## src/rtl/core/bkc_pkg.sv

```systemverilog
// Shared types for the biclique_k55_edge_check block: datapath opcodes and the
// controller/datapath command and status bundles. No dependencies.
package bkc_pkg;

    typedef enum logic [3:0] {
        OP_NONE,
        OP_CLR,
        OP_LOAD,
        OP_FETCH,
        OP_WR_WR,
        OP_BASE_LD,
        OP_SCAN_RD,
        OP_SCAN_EV,
        OP_LOAD_X,
        OP_DFS_SKIP,
        OP_DFS_BACK,
        OP_DFS_RD,
        OP_DFS_DOWN,
        OP_OUT
    } op_t;

    typedef struct packed {
        op_t  op;
        logic res_val;
    } cmd_t;

    typedef struct packed {
        logic clr_last;
        logic bad;
        logic query;
        logic x_end;
        logic lvl_zero;
        logic lvl_top;
        logic cand_hit;
        logic pop_ok;
        logic out_free;
    } status_t;

endpackage

```

## src/rtl/core/bkc_ram.sv

```systemverilog
// Generic single-port-write, single-port-read RAM with registered read data.
// No dependencies.
module bkc_ram #(
    parameter int WIDTH = 32,
    parameter int DEPTH = 32
) (
    input  logic                     aclk,
    input  logic                     we,
    input  logic [$clog2(DEPTH)-1:0] waddr,
    input  logic [WIDTH-1:0]         wdata,
    input  logic [$clog2(DEPTH)-1:0] raddr,
    output logic [WIDTH-1:0]         rdata
);

    logic [WIDTH-1:0] mem [DEPTH];
    logic [WIDTH-1:0] rdata_reg;

    always_ff @(posedge aclk) begin
        if (we) begin
            mem[waddr] <= wdata;
        end
        rdata_reg <= mem[raddr];
    end

    assign rdata = rdata_reg;

endmodule

```

## src/rtl/core/bkc_datapath.sv

```systemverilog
// Datapath: edge matrix RAM, config registers, request latch, subset search
// registers and result register. Depends on bkc_pkg and bkc_ram.
module bkc_datapath
    import bkc_pkg::*;
#(
    parameter int MAX_SIDE = 32
) (
    input  logic        aclk,
    input  logic        aresetn,
    input  cmd_t        cmd,
    output status_t     status,
    input  logic        s_req_type,
    input  logic [4:0]  s_row,
    input  logic [4:0]  s_col,
    input  logic        s_edge_value,
    output logic        m_valid,
    input  logic        m_ready,
    output logic        m_creates_biclique,
    input  logic        cfg_valid,
    input  logic [1:0]  cfg_index,
    input  logic [5:0]  cfg_data
);

    localparam int AW = $clog2(MAX_SIDE);
    localparam int XW = $clog2(MAX_SIDE + 1);
    localparam int CW = ((XW > 6) ? XW : 6) + 1;
    localparam logic [1:0] CFG_ROWS = 2'd0;
    localparam logic [1:0] CFG_COLS = 2'd1;

    logic [5:0]          rows_reg, cols_reg;
    logic                req_reg, val_reg;
    logic [4:0]          row_reg, col_reg;
    logic [XW-1:0]       x_reg;
    logic [1:0]          lvl_reg;
    logic [AW-1:0]       idx_reg [4];
    logic [MAX_SIDE-1:0] p_reg [4];
    logic [MAX_SIDE-1:0] cand_reg;
    logic                m_valid_reg, res_reg;

    logic                we;
    logic [AW-1:0]       waddr, raddr;
    logic [MAX_SIDE-1:0] wdata, rdata;
    logic [CW-1:0]       m_eff, n_eff, x_ext, row_ext, col_ext;
    logic [MAX_SIDE-1:0] col_bit, col_mask;
    logic [1:0]          lvl_dn;

    bkc_ram #(.WIDTH(MAX_SIDE), .DEPTH(MAX_SIDE)) u_ram (
        .aclk  (aclk),
        .we    (we),
        .waddr (waddr),
        .wdata (wdata),
        .raddr (raddr),
        .rdata (rdata)
    );

    assign x_ext   = CW'(x_reg);
    assign row_ext = CW'(row_reg);
    assign col_ext = CW'(col_reg);
    assign m_eff   = (CW'(rows_reg) > CW'(MAX_SIDE)) ? CW'(MAX_SIDE) : CW'(rows_reg);
    assign n_eff   = (CW'(cols_reg) > CW'(MAX_SIDE)) ? CW'(MAX_SIDE) : CW'(cols_reg);
    assign col_bit  = MAX_SIDE'(1) << col_reg;
    assign col_mask = ~({MAX_SIDE{1'b1}} << n_eff);
    assign lvl_dn   = lvl_reg - 2'd1;

    always_comb begin
        we    = 1'b0;
        waddr = x_reg[AW-1:0];
        wdata = '0;
        raddr = x_reg[AW-1:0];
        case (cmd.op)
            OP_CLR: begin
                we = 1'b1;
            end
            OP_FETCH: begin
                raddr = AW'(row_reg);
            end
            OP_WR_WR: begin
                we    = 1'b1;
                waddr = AW'(row_reg);
                wdata = val_reg ? (rdata | col_bit) : (rdata & ~col_bit);
            end
            default: begin
            end
        endcase
    end

    always_comb begin
        status.clr_last = (x_ext == CW'(MAX_SIDE - 1));
        status.bad      = (row_ext >= CW'(MAX_SIDE)) || (col_ext >= CW'(MAX_SIDE));
        status.query    = req_reg;
        status.x_end    = (x_ext >= m_eff);
        status.lvl_zero = (lvl_reg == 2'd0);
        status.lvl_top  = (lvl_reg == 2'd3);
        status.cand_hit = cand_reg[x_reg[AW-1:0]];
        status.pop_ok   = ($countones(p_reg[3] & rdata) >= 4);
        status.out_free = !m_valid_reg || m_ready;
    end

    always_ff @(posedge aclk) begin
        if (!aresetn) begin
            rows_reg    <= 6'd32;
            cols_reg    <= 6'd32;
            x_reg       <= '0;
            lvl_reg     <= '0;
            m_valid_reg <= 1'b0;
        end else begin
            if (cfg_valid && cfg_index == CFG_ROWS) begin
                rows_reg <= cfg_data;
            end
            if (cfg_valid && cfg_index == CFG_COLS) begin
                cols_reg <= cfg_data;
            end
            if (cmd.op == OP_OUT) begin
                m_valid_reg <= 1'b1;
            end else if (m_valid_reg && m_ready) begin
                m_valid_reg <= 1'b0;
            end
            case (cmd.op)
                OP_CLR, OP_SCAN_EV, OP_DFS_SKIP: begin
                    x_reg <= x_reg + XW'(1);
                end
                OP_LOAD, OP_BASE_LD, OP_LOAD_X: begin
                    x_reg   <= '0;
                    lvl_reg <= '0;
                end
                OP_DFS_BACK: begin
                    lvl_reg <= lvl_dn;
                    x_reg   <= XW'(idx_reg[lvl_dn]) + XW'(1);
                end
                OP_DFS_DOWN: begin
                    lvl_reg <= lvl_reg + 2'd1;
                    x_reg   <= x_reg + XW'(1);
                end
                default: begin
                end
            endcase
        end
    end

    always_ff @(posedge aclk) begin
        case (cmd.op)
            OP_LOAD: begin
                req_reg <= s_req_type;
                row_reg <= s_row;
                col_reg <= s_col;
                val_reg <= s_edge_value;
            end
            OP_BASE_LD: begin
                p_reg[0] <= rdata & col_mask & ~col_bit;
                cand_reg <= '0;
            end
            OP_SCAN_EV: begin
                cand_reg[x_reg[AW-1:0]] <= (x_ext != row_ext) && rdata[col_reg];
            end
            OP_DFS_DOWN: begin
                p_reg[lvl_reg + 2'd1] <= p_reg[lvl_reg] & rdata;
                idx_reg[lvl_reg]      <= x_reg[AW-1:0];
            end
            OP_OUT: begin
                res_reg <= cmd.res_val;
            end
            default: begin
            end
        endcase
    end

    assign m_valid            = m_valid_reg;
    assign m_creates_biclique = res_reg;

    a_out_free: assert property (@(posedge aclk) disable iff (!aresetn)
        cmd.op == OP_OUT |-> (!m_valid_reg || m_ready))
        else $error("result overwritten");
    a_hold: assert property (@(posedge aclk) disable iff (!aresetn)
        m_valid_reg && !m_ready |=> m_valid_reg)
        else $error("result dropped");
    a_rd_range: assert property (@(posedge aclk) disable iff (!aresetn)
        (cmd.op == OP_DFS_RD || cmd.op == OP_SCAN_RD) |-> x_ext < CW'(MAX_SIDE))
        else $error("row index out of range");

endmodule

```

## src/rtl/core/bkc_ctrl.sv

```systemverilog
// Controller FSM: clearing pass, edge write, candidate scan and 4-subset
// depth-first search sequencing. Depends on bkc_pkg.
module bkc_ctrl
    import bkc_pkg::*;
(
    input  logic    aclk,
    input  logic    aresetn,
    input  logic    s_valid,
    output logic    s_ready,
    input  status_t status,
    output cmd_t    cmd
);

    typedef enum logic [10:0] {
        S_CLEAR   = 11'b00000000001,
        S_IDLE    = 11'b00000000010,
        S_FETCH   = 11'b00000000100,
        S_WR_WR   = 11'b00000001000,
        S_Q_BLD   = 11'b00000010000,
        S_SCAN_RD = 11'b00000100000,
        S_SCAN_EV = 11'b00001000000,
        S_DFS_RD  = 11'b00010000000,
        S_DFS_EV  = 11'b00100000000,
        S_RESP    = 11'b01000000000,
        S_SPARE   = 11'b10000000000
    } state_t;

    state_t state_reg, state_next;
    logic   res_reg, res_next;

    always_comb begin
        state_next  = state_reg;
        res_next    = res_reg;
        cmd.op      = OP_NONE;
        cmd.res_val = res_reg;
        s_ready     = 1'b0;
        case (state_reg)
            S_CLEAR: begin
                cmd.op = OP_CLR;
                if (status.clr_last) state_next = S_IDLE;
            end
            S_IDLE: begin
                s_ready = 1'b1;
                if (s_valid) begin
                    cmd.op     = OP_LOAD;
                    state_next = S_FETCH;
                end
            end
            S_FETCH: begin
                cmd.op   = OP_FETCH;
                res_next = 1'b0;
                if (status.bad) state_next = S_RESP;
                else if (status.query) state_next = S_Q_BLD;
                else state_next = S_WR_WR;
            end
            S_WR_WR: begin
                cmd.op     = OP_WR_WR;
                state_next = S_RESP;
            end
            S_Q_BLD: begin
                cmd.op     = OP_BASE_LD;
                state_next = S_SCAN_RD;
            end
            S_SCAN_RD: begin
                if (status.x_end) begin
                    cmd.op     = OP_LOAD_X;
                    state_next = S_DFS_RD;
                end else begin
                    cmd.op     = OP_SCAN_RD;
                    state_next = S_SCAN_EV;
                end
            end
            S_SCAN_EV: begin
                cmd.op     = OP_SCAN_EV;
                state_next = S_SCAN_RD;
            end
            S_DFS_RD: begin
                if (status.x_end) begin
                    if (status.lvl_zero) state_next = S_RESP;
                    else cmd.op = OP_DFS_BACK;
                end else if (!status.cand_hit) begin
                    cmd.op = OP_DFS_SKIP;
                end else begin
                    cmd.op     = OP_DFS_RD;
                    state_next = S_DFS_EV;
                end
            end
            S_DFS_EV: begin
                state_next = S_DFS_RD;
                if (!status.lvl_top) begin
                    cmd.op = OP_DFS_DOWN;
                end else if (status.pop_ok) begin
                    res_next   = 1'b1;
                    state_next = S_RESP;
                end else begin
                    cmd.op = OP_DFS_SKIP;
                end
            end
            S_RESP: begin
                if (status.out_free) begin
                    cmd.op     = OP_OUT;
                    state_next = S_IDLE;
                end
            end
            default: begin
                state_next = S_IDLE;
            end
        endcase
    end

    always_ff @(posedge aclk) begin
        if (!aresetn) begin
            state_reg <= S_CLEAR;
            res_reg   <= 1'b0;
        end else begin
            state_reg <= state_next;
            res_reg   <= res_next;
        end
    end

    a_no_take_busy: assert property (@(posedge aclk) disable iff (!aresetn)
        cmd.op == OP_LOAD |=> state_reg == S_FETCH)
        else $error("load outside idle");
    a_out_zero_write: assert property (@(posedge aclk) disable iff (!aresetn)
        cmd.op == OP_WR_WR |=> (state_reg == S_RESP && !res_reg))
        else $error("write answered nonzero");
    a_hit_top: assert property (@(posedge aclk) disable iff (!aresetn)
        state_reg == S_DFS_EV && !status.lvl_top |=> !res_reg)
        else $error("early hit");

endmodule

```

## src/rtl/core/biclique_k55_edge_check.sv

```systemverilog
// Top level of the biclique edge completion check: controller plus datapath.
// Depends on bkc_pkg, bkc_ctrl, bkc_datapath (and bkc_ram below it).
//
//  channel  | handshake          | payload
//  s_       | s_valid / s_ready  | s_req_type, s_row, s_col, s_edge_value
//  m_       | m_valid / m_ready  | m_creates_biclique
//  cfg_     | cfg_valid / ready  | cfg_index (0 rows_in_use, 1 cols_in_use), cfg_data
//
// Edge write steps: load, read, write, result.
// Query: load, base read and the row scan, then the subset search: each
// candidate tried at each depth gets a read step and an evaluate step on
// the one read port of the edge RAM; a skipped row or a backtrack needs no
// evaluate step. Worst case near C(nc,1)+C(nc,2)+C(nc,3)+C(nc,4) tries.
// After reset a clearing pass zeroes every row of the RAM; no item is
// taken meanwhile, config writes are. One item is in work at a time;
// a finished result waits in the output register while the next item runs.
module biclique_k55_edge_check
    import bkc_pkg::*;
#(
    parameter int MAX_SIDE = 32
) (
    input  logic       aclk,
    input  logic       aresetn,
    input  logic       s_valid,
    output logic       s_ready,
    input  logic       s_req_type,
    input  logic [4:0] s_row,
    input  logic [4:0] s_col,
    input  logic       s_edge_value,
    output logic       m_valid,
    input  logic       m_ready,
    output logic       m_creates_biclique,
    input  logic       cfg_valid,
    output logic       cfg_ready,
    input  logic [1:0] cfg_index,
    input  logic [5:0] cfg_data
);

    cmd_t    cmd;
    status_t status;

    assign cfg_ready = 1'b1;

    bkc_ctrl u_ctrl (
        .aclk    (aclk),
        .aresetn (aresetn),
        .s_valid (s_valid),
        .s_ready (s_ready),
        .status  (status),
        .cmd     (cmd)
    );

    bkc_datapath #(.MAX_SIDE(MAX_SIDE)) u_dp (
        .aclk               (aclk),
        .aresetn            (aresetn),
        .cmd                (cmd),
        .status             (status),
        .s_req_type         (s_req_type),
        .s_row              (s_row),
        .s_col              (s_col),
        .s_edge_value       (s_edge_value),
        .m_valid            (m_valid),
        .m_ready            (m_ready),
        .m_creates_biclique (m_creates_biclique),
        .cfg_valid          (cfg_valid),
        .cfg_index          (cfg_index),
        .cfg_data           (cfg_data)
    );

endmodule
```

## config.mk

```make
export PLATFORM = sky130hd
export DESIGN_NAME = biclique_k55_edge_check
export DESIGN_NICKNAME = d
export VERILOG_FILES = /design/src/rtl/core/bkc_pkg.sv /design/src/rtl/core/bkc_ram.sv /design/src/rtl/core/bkc_datapath.sv /design/src/rtl/core/bkc_ctrl.sv /design/src/rtl/core/biclique_k55_edge_check.sv
export SDC_FILE = /design/constraint.sdc
export NUM_CORES = 2
export LEC_CHECK = 0
export BUFFER_PORTS_ARGS = -buffer_cell sky130_fd_sc_hd__buf_2
export CAP_MARGIN = 30
export CORE_ASPECT_RATIO = 0.75
export CORE_MARGIN = 2
export CORE_UTILIZATION = 71
export CTS_BUF_LIST = sky130_fd_sc_hd__clkbuf_8
export DETAILED_ROUTE_END_ITERATION = 16
export PLACE_DENSITY = 0.95
export SETUP_SLACK_MARGIN = 0.02
export SYNTH_ARGS = -nofsm -noshare
export SYNTH_HDL_FRONTEND = slang
export SYNTH_SLANG_ARGS = --single-unit
```

## constraint.sdc

```tcl
create_clock -name aclk -period 10.4 [get_ports aclk]
set_clock_uncertainty 0.2 [all_clocks]
set_input_delay 1.04 -clock aclk [delete_from_list [all_inputs] [get_ports aclk]]
set_output_delay 1.04 -clock aclk [all_outputs]
set_load 0.01 [all_outputs]
```

# Yosys cells after proc, flatten, opt, wreduce, memory -nomap -nowiden
# Memory sizes are Yosys's and may differ from the RTL's. A register that Yosys moved wholly into a read port is not among the register bits.
# Index checks and enable logic that the tools add are counted.
[totals]
rom_bits = 0
wordCells = 179
mem_count = 3
latchBits = 0
ramBits = 1172
register_bits = 78
[classes]
bitwise = 8
reduce_logical = 22
div = 0
n_lt_le_gt_ge = 9
n_mux = 55
shift = 2
add_sub_neg = 35
multipliers = 0
n_eq_ne = 32
[mem_list]
columns = ["name", "words", "width", "rd", "rd_clocked_by_memory_dff", "wr", "line_no", "rtl"]
rows = [
  ["u_dp.u_ram.mem", 32, 32, 1, 1, 1, "bkc_ram.sv:15", "logic [WIDTH-1:0] mem [DEPTH];"],
  ["u_dp.p_reg", 4, 32, 2, 1, 1, "bkc_datapath.sv:36", "logic [MAX_SIDE-1:0] p_reg [4];"],
  ["u_dp.idx_reg", 4, 5, 1, 0, 1, "bkc_datapath.sv:35", "logic [AW-1:0] idx_reg [4];"],
]
[op_table]
columns = ["operator", "count"]
rows = [
  ["adder 32 bit", 15],
  ["AND 32 bit", 5],
  ["one-hot mux 11 bit (9 select lines)", 1],
  ["two-way mux 32 bit", 3],
  ["two-way mux 11 bit", 8],
  ["inverter 32 bit", 2],
  ["one-hot mux 32 bit (2 select lines)", 1],
  ["one-hot mux 4 bit (10 select lines)", 1],
  ["adder 1 x 1 -> 2 bit", 16],
  ["bitwise mux 32 bit", 1],
  [">= comparator 32 x 4 -> 1 bit (second input constant)", 1],
  ["OR 32 bit", 1],
  ["OR reduction 32 bit", 1],
  ["left shift 1 x 5 -> 32 bit (first input constant)", 1],
  ["left shift 32 x 7 -> 32 bit (first input constant)", 1],
  ["two-way mux 4 bit", 6],
  ["== test 4 bit (second input constant)", 5],
  ["one-hot mux 6 bit (3 select lines)", 1],
  ["two-way mux 1 bit", 16],
  ["two-way mux 5 bit", 3],
  ["== test 4 x 3 -> 1 bit (second input constant)", 3],
  [">= comparator 5 x 6 -> 1 bit (second input constant)", 2],
  ["> comparator 6 bit (second input constant)", 2],
  ["less-than comparator 5 x 6 -> 1 bit (second input constant)", 2],
  ["45 further kinds", 65],
]

# Depth between registers and ports, before layout
# An unclocked memory read counts as a cell.
[depth]
ltp_word = 16
mapped_depth = 27
depth_no_buf = 27

# By module
# From an unflattened synthesis, not the netlist that was laid out.
[hier_totals]
cells_unflattened = 3345
hier_area_um2 = 53257.3
[modules_own_cells]
columns = ["mod", "seq_area_each_um2", "cells_each", "area_per_inst_um2", "n_inst"]
rows = [
  ["bkc_ram", 31390.1, 2260, 40487.6, 1],
  ["bkc_datapath", 6256.0, 967, 11813.8, 1],
  ["bkc_ctrl", 220.2, 116, 944.7, 1],
  ["biclique_k55_edge_check", 0.0, 2, 11.3, 1],
]

# Least setup slack after synthesis
# No wires, ideal clock.
[synth_path]
path_kind = "reg-to-reg"
from = "memory u_dp.p_reg[3][4]"
to = "register u_dp.x_reg[4]"
path_slack_ns = 3.972
setup_time_ns = 0.120
path_stages_with_launch = 23
t_arrival_ns = 6.109
synth_period_minus_slack_ns = 6.428
n_path_buf = 0
path_cell_list = "edfxtp_1 > and2_1 > ha_1 > fa_1 > inv_1 > fa_1 > inv_1 > fa_1 > fa_1 > fa_1 > ha_1 > fa_1 > nor4_1 > o21ai_0 > or3_1 > a32oi_2 > nor2_1 > mux2_2 > ha_1 > nand3_1 > xor2_1 > nor2_1 > o31a_1"
[synth_lines]
columns = ["item", "line_no", "rtl"]
rows = [
  ["from (decl)", "bkc_datapath.sv:36", ""],
  ["to (signal assigned)", "bkc_datapath.sv:120", "x_reg <= x_reg + XW'(1);"],
  ["to (signal assigned)", "bkc_datapath.sv:128", "x_reg <= XW'(idx_reg[lvl_dn]) + XW'(1);"],
  ["to (signal assigned)", "bkc_datapath.sv:132", "x_reg <= x_reg + XW'(1);"],
  ["to (decl)", "bkc_datapath.sv:33", "logic [XW-1:0] x_reg;"],
]

==> metrics.md <==
| Metric | Value |
|---|---|
| Status | `finished, final reports clean` |
| Die X | `between 300 and 400 µm` |
| Remaining Overflow, GRT | `0` |
| Dpl hpwl | `80700 µm` |
| Clk slew on worst S/H paths | `0.08 ns` |
| Worst Path Required | `10.91 ns` |
| TritonCTS clock tree | `built` |
| Worst hold path type | `in -> reg` |
| CORE AREA | `73100 µm²` |
| Yosys Warn Count | `0` |
| CTS root buffer | `clkbuf_8` |
| Layout cells sized above 1 | `0.253` |
| Antenna Nets Post-Route | `0` |
| Peak supply drop | `around 0.32 mV` |
| Max_slew headroom | `0.238` |
| Placed inst area | `54100 µm²` |
| Synth Instances | `2769` |
| R2r startpoint | `u_dp.p_reg[3][4]` |
| Cts-stage hold buffer count | `0` |
| Initial antenna violation count | `9` |
| WP data arrival | `around 7.6 ns` |
| RSZ-0062 raised after global routing | `false` |
| CTS Sinks | `about 1300` |
| Worst skew pair latency | `0.86 ns` |
| Crit path kind | `reg -> reg` |
| Post-synth top flop | `edfxtp_1` |
| Port buffer count | `27` |
| Worst Setup EP | `u_dp.x_reg[4]` |
| Total power draw | `around 13 mW` |
| RR Endpoint | `u_dp.x_reg[4]` |
| Gate power share | `0.221` |
| Final count of pins violating max slew | `0` |
| Largest register FFs | `1024` |
| Routability cong. | `0.959` |
| Number of enable flip-flop cells after synthesis | `between 1000 and 1500` |
| CTS buffer count | `179` |
| Nets | `3012` |
| Design area | `57500 µm²` |
| Slew @ Worst Pin | `1.13 ns` |
| Final worst path period need | `7.11 ns` |
| Distinct cells, synth | `65` |
| Max-cap violations | `0` |
| First-pass GRT wire length | `211000 µm` |
| Most frequent cells in the layout | `1217 x edfxtp_1, 304 x mux4_2, 182 x clkbuf_8` |
| Max Clk Rate | `around 140 MHz` |
| Syn_area_per_cell | `18.8 µm²` |
| R2r worst-path depth | `22` |
| Post-CTS setup buffer count | `0` |
| Fin crit share | `0.683` |
| Placed Cells | `3711` |
| Synthesis-stage register bit count | `1283` |
| Largest net degree at the start of global routing | `140` |
| Commonest non-fill, non-tap cell in the layout | `edfxtp_1` |
| Total number of vias | `30453` |
| Seq pwr share | `0.484` |
| Final Hold Viols | `0` |
| Vias in the first global route | `30211` |
| Synthesized area | `between 50000 and 60000 µm²` |
| Hold_sp | `s_row[4]` |
| # DRC | `0` |
| Site Rows | `86` |
| PnR worst setup slack | `~3.3 ns` |
| 1st-iter DRT viols | `5624` |
| Startpoint Class | `flip-flop` |
| Element type at the critical path end | `flip-flop` |
| CP startpoint | `u_dp.p_reg[3][4]` |
| Finished Core Util | `0.787` |
| DR vias/cell | `7.53` |
| Sw Share | `0.305` |
| Switching pwr | `3.83 mW` |
| FFs w/ async S/R, synth | `0` |
| Drt wl/cell | `36.9 µm` |
| Setup TNS Final | `0 ns` |
| Flop2flop setup slack | `3.29 ns` |
| Starting Density | `0.714` |
| # IOs | `29` |
| Total wire length | `around 150000 µm` |
| Die ar. | `roughly 76000 µm²` |
| Int Pwr | `8.74 mW` |
| Maximum net fanout on the critical path | `7` |
| Setup WS pre-CTS | `about 3.4 ns` |
| Pleak | `19.3 nW` |
| Clock power frac | `0.296` |
| Post-CTS Resized | `0` |
| Die Span Y | `239 µm` |
| Finished Layout Cells | `4042` |
| Syn-to-layout area delta | `10.2%` |
| GRT Util Overall | `0.405` |
| Final setup fails | `0` |
| Hold WS | `between 0.15 and 0.2 ns` |
| CTS Buffer Depth | `3` |
| DRT Pass-1 Iters | `8` |
| Sequential area share after synthesis | `0.726` |
| H-tree lvl count | `4` |
| Pwr/cell area | `between 200 and 250 nW/µm²` |
==> cells in the mapped netlist (6+ instances only) <==
| cell | instances | area [µm²] |
|---|---|---|
| o21ai_0 | 69 | 345 |
| edfxtp_1 | 1217 | 36500 |
| dfxtp_1 | 66 | 1320 |
| fa_1 | 26 | 521 |
| buf_1 | 10 | 37.5 |
| clkbuf_1 | 94 | 353 |
| nand2b_1 | 19 | 119 |
| nor3_1 | 23 | 115 |
| o211a_1 | 6 | 60.1 |
| a21boi_0 | 18 | 135 |
| ha_1 | 35 | 438 |
| nor2b_1 | 29 | 181 |
| and2_1 | 48 | 300 |
| mux2i_1 | 34 | 340 |
| and3_1 | 7 | 43.8 |
| nand3_1 | 57 | 285 |
| nand2_1 | 103 | 387 |
| o22ai_1 | 135 | 845 |
| mux4_2 | 304 | 6850 |
| inv_1 | 57 | 214 |
| o21a_1 | 6 | 45.0 |
| buf_4 | 11 | 82.6 |
| buf_2 | 28 | 140 |
| xnor2_1 | 7 | 61.3 |
| nor4_2 | 29 | 363 |
| o221ai_1 | 7 | 61.3 |
| a21oi_1 | 92 | 460 |
| o211ai_1 | 10 | 75.1 |
| nor4_1 | 10 | 62.6 |
| nor2_1 | 100 | 375 |
| or2_2 | 6 | 37.5 |
| buf_6 | 19 | 214 |
| xor2_1 | 6 | 52.6 |
| nand3b_1 | 9 | 67.6 |
==> cell type report <==
type,instances,area (µm²)
Sequential cell,1283,37900
Fill cell,3454,15600
Multi-Input combinational cell,1271,13700
Clock buffer,182,2500
Tap cell,968,1210
Timing Repair Buffer,134,1120
Clock inverter,145,827
Inverter,57,214
Antenna cell,2,5.00
==> kinds of logic (layout without fill, tap and decap cells) <==
logic type / Yosys count / after routing / synth area share
flops: 1283 / 1283 / 0.726
simple gates: 471 / 471 / 0.0497
compound gates: 378 / 378 / 0.0445
mux: 342 / 342 / 0.139
buf+inv: 219 / 518 / 0.0200
fa+ha+maj: 61 / 61 / 0.0184
xor+xnor: 13 / 13 / 0.00218
other cells: 2 / 8 / 0.000144
==> power by group through the flow <==
stage,clock network [mW],registers (mW),logic [mW]
after floorplan,0,6.09,1.88
after global placement,0,6.12,2.62
after detailed placement,0,6.16,2.72
after CTS,3.73,6.06,2.74
after global routing,3.92,6.08,2.98
final,3.72,6.08,2.77
==> worst max-delay path, cell delays in order, from the launching register on <==
cell,delay [ns]
edfxtp_1,0.40
and2_1,0.19
ha_1,0.23
fa_1,0.54
inv_1,0.05
fa_1,0.50
inv_1,0.05
fa_1,0.47
fa_1,0.53
fa_1,0.50
ha_1,0.25
fa_1,0.45
nor4_1,0.25
o21ai_0,0.22
or3_1,0.38
a32oi_2,0.35
nor2_1,0.18
mux2_2,0.33
ha_1,0.27
nand3_1,0.11
xor2_1,0.17
nor2_1,0.06
o31a_1,0.30
==> how the worst min path moves through the flow <==
stage,end,cells past startpoint
final,u_dp.row_reg[4],1
after global routing,u_dp.row_reg[1],1
after CTS,u_dp.row_reg[0],1
after detailed placement,u_dp.m_creates_biclique,0
after global placement,u_dp.m_creates_biclique,0
after floorplan,u_dp.m_creates_biclique,0
==> per-layer routing <==
metal,up-vias,track usage,wire length [µm]
met5,-,0,56
met3,623,0.136,23300
li1,11602,-,-
met1,15097,0.534,47600
met4,8,0.199,8310
met2,3123,0.617,70100
(Power assumes the default switching activity.)
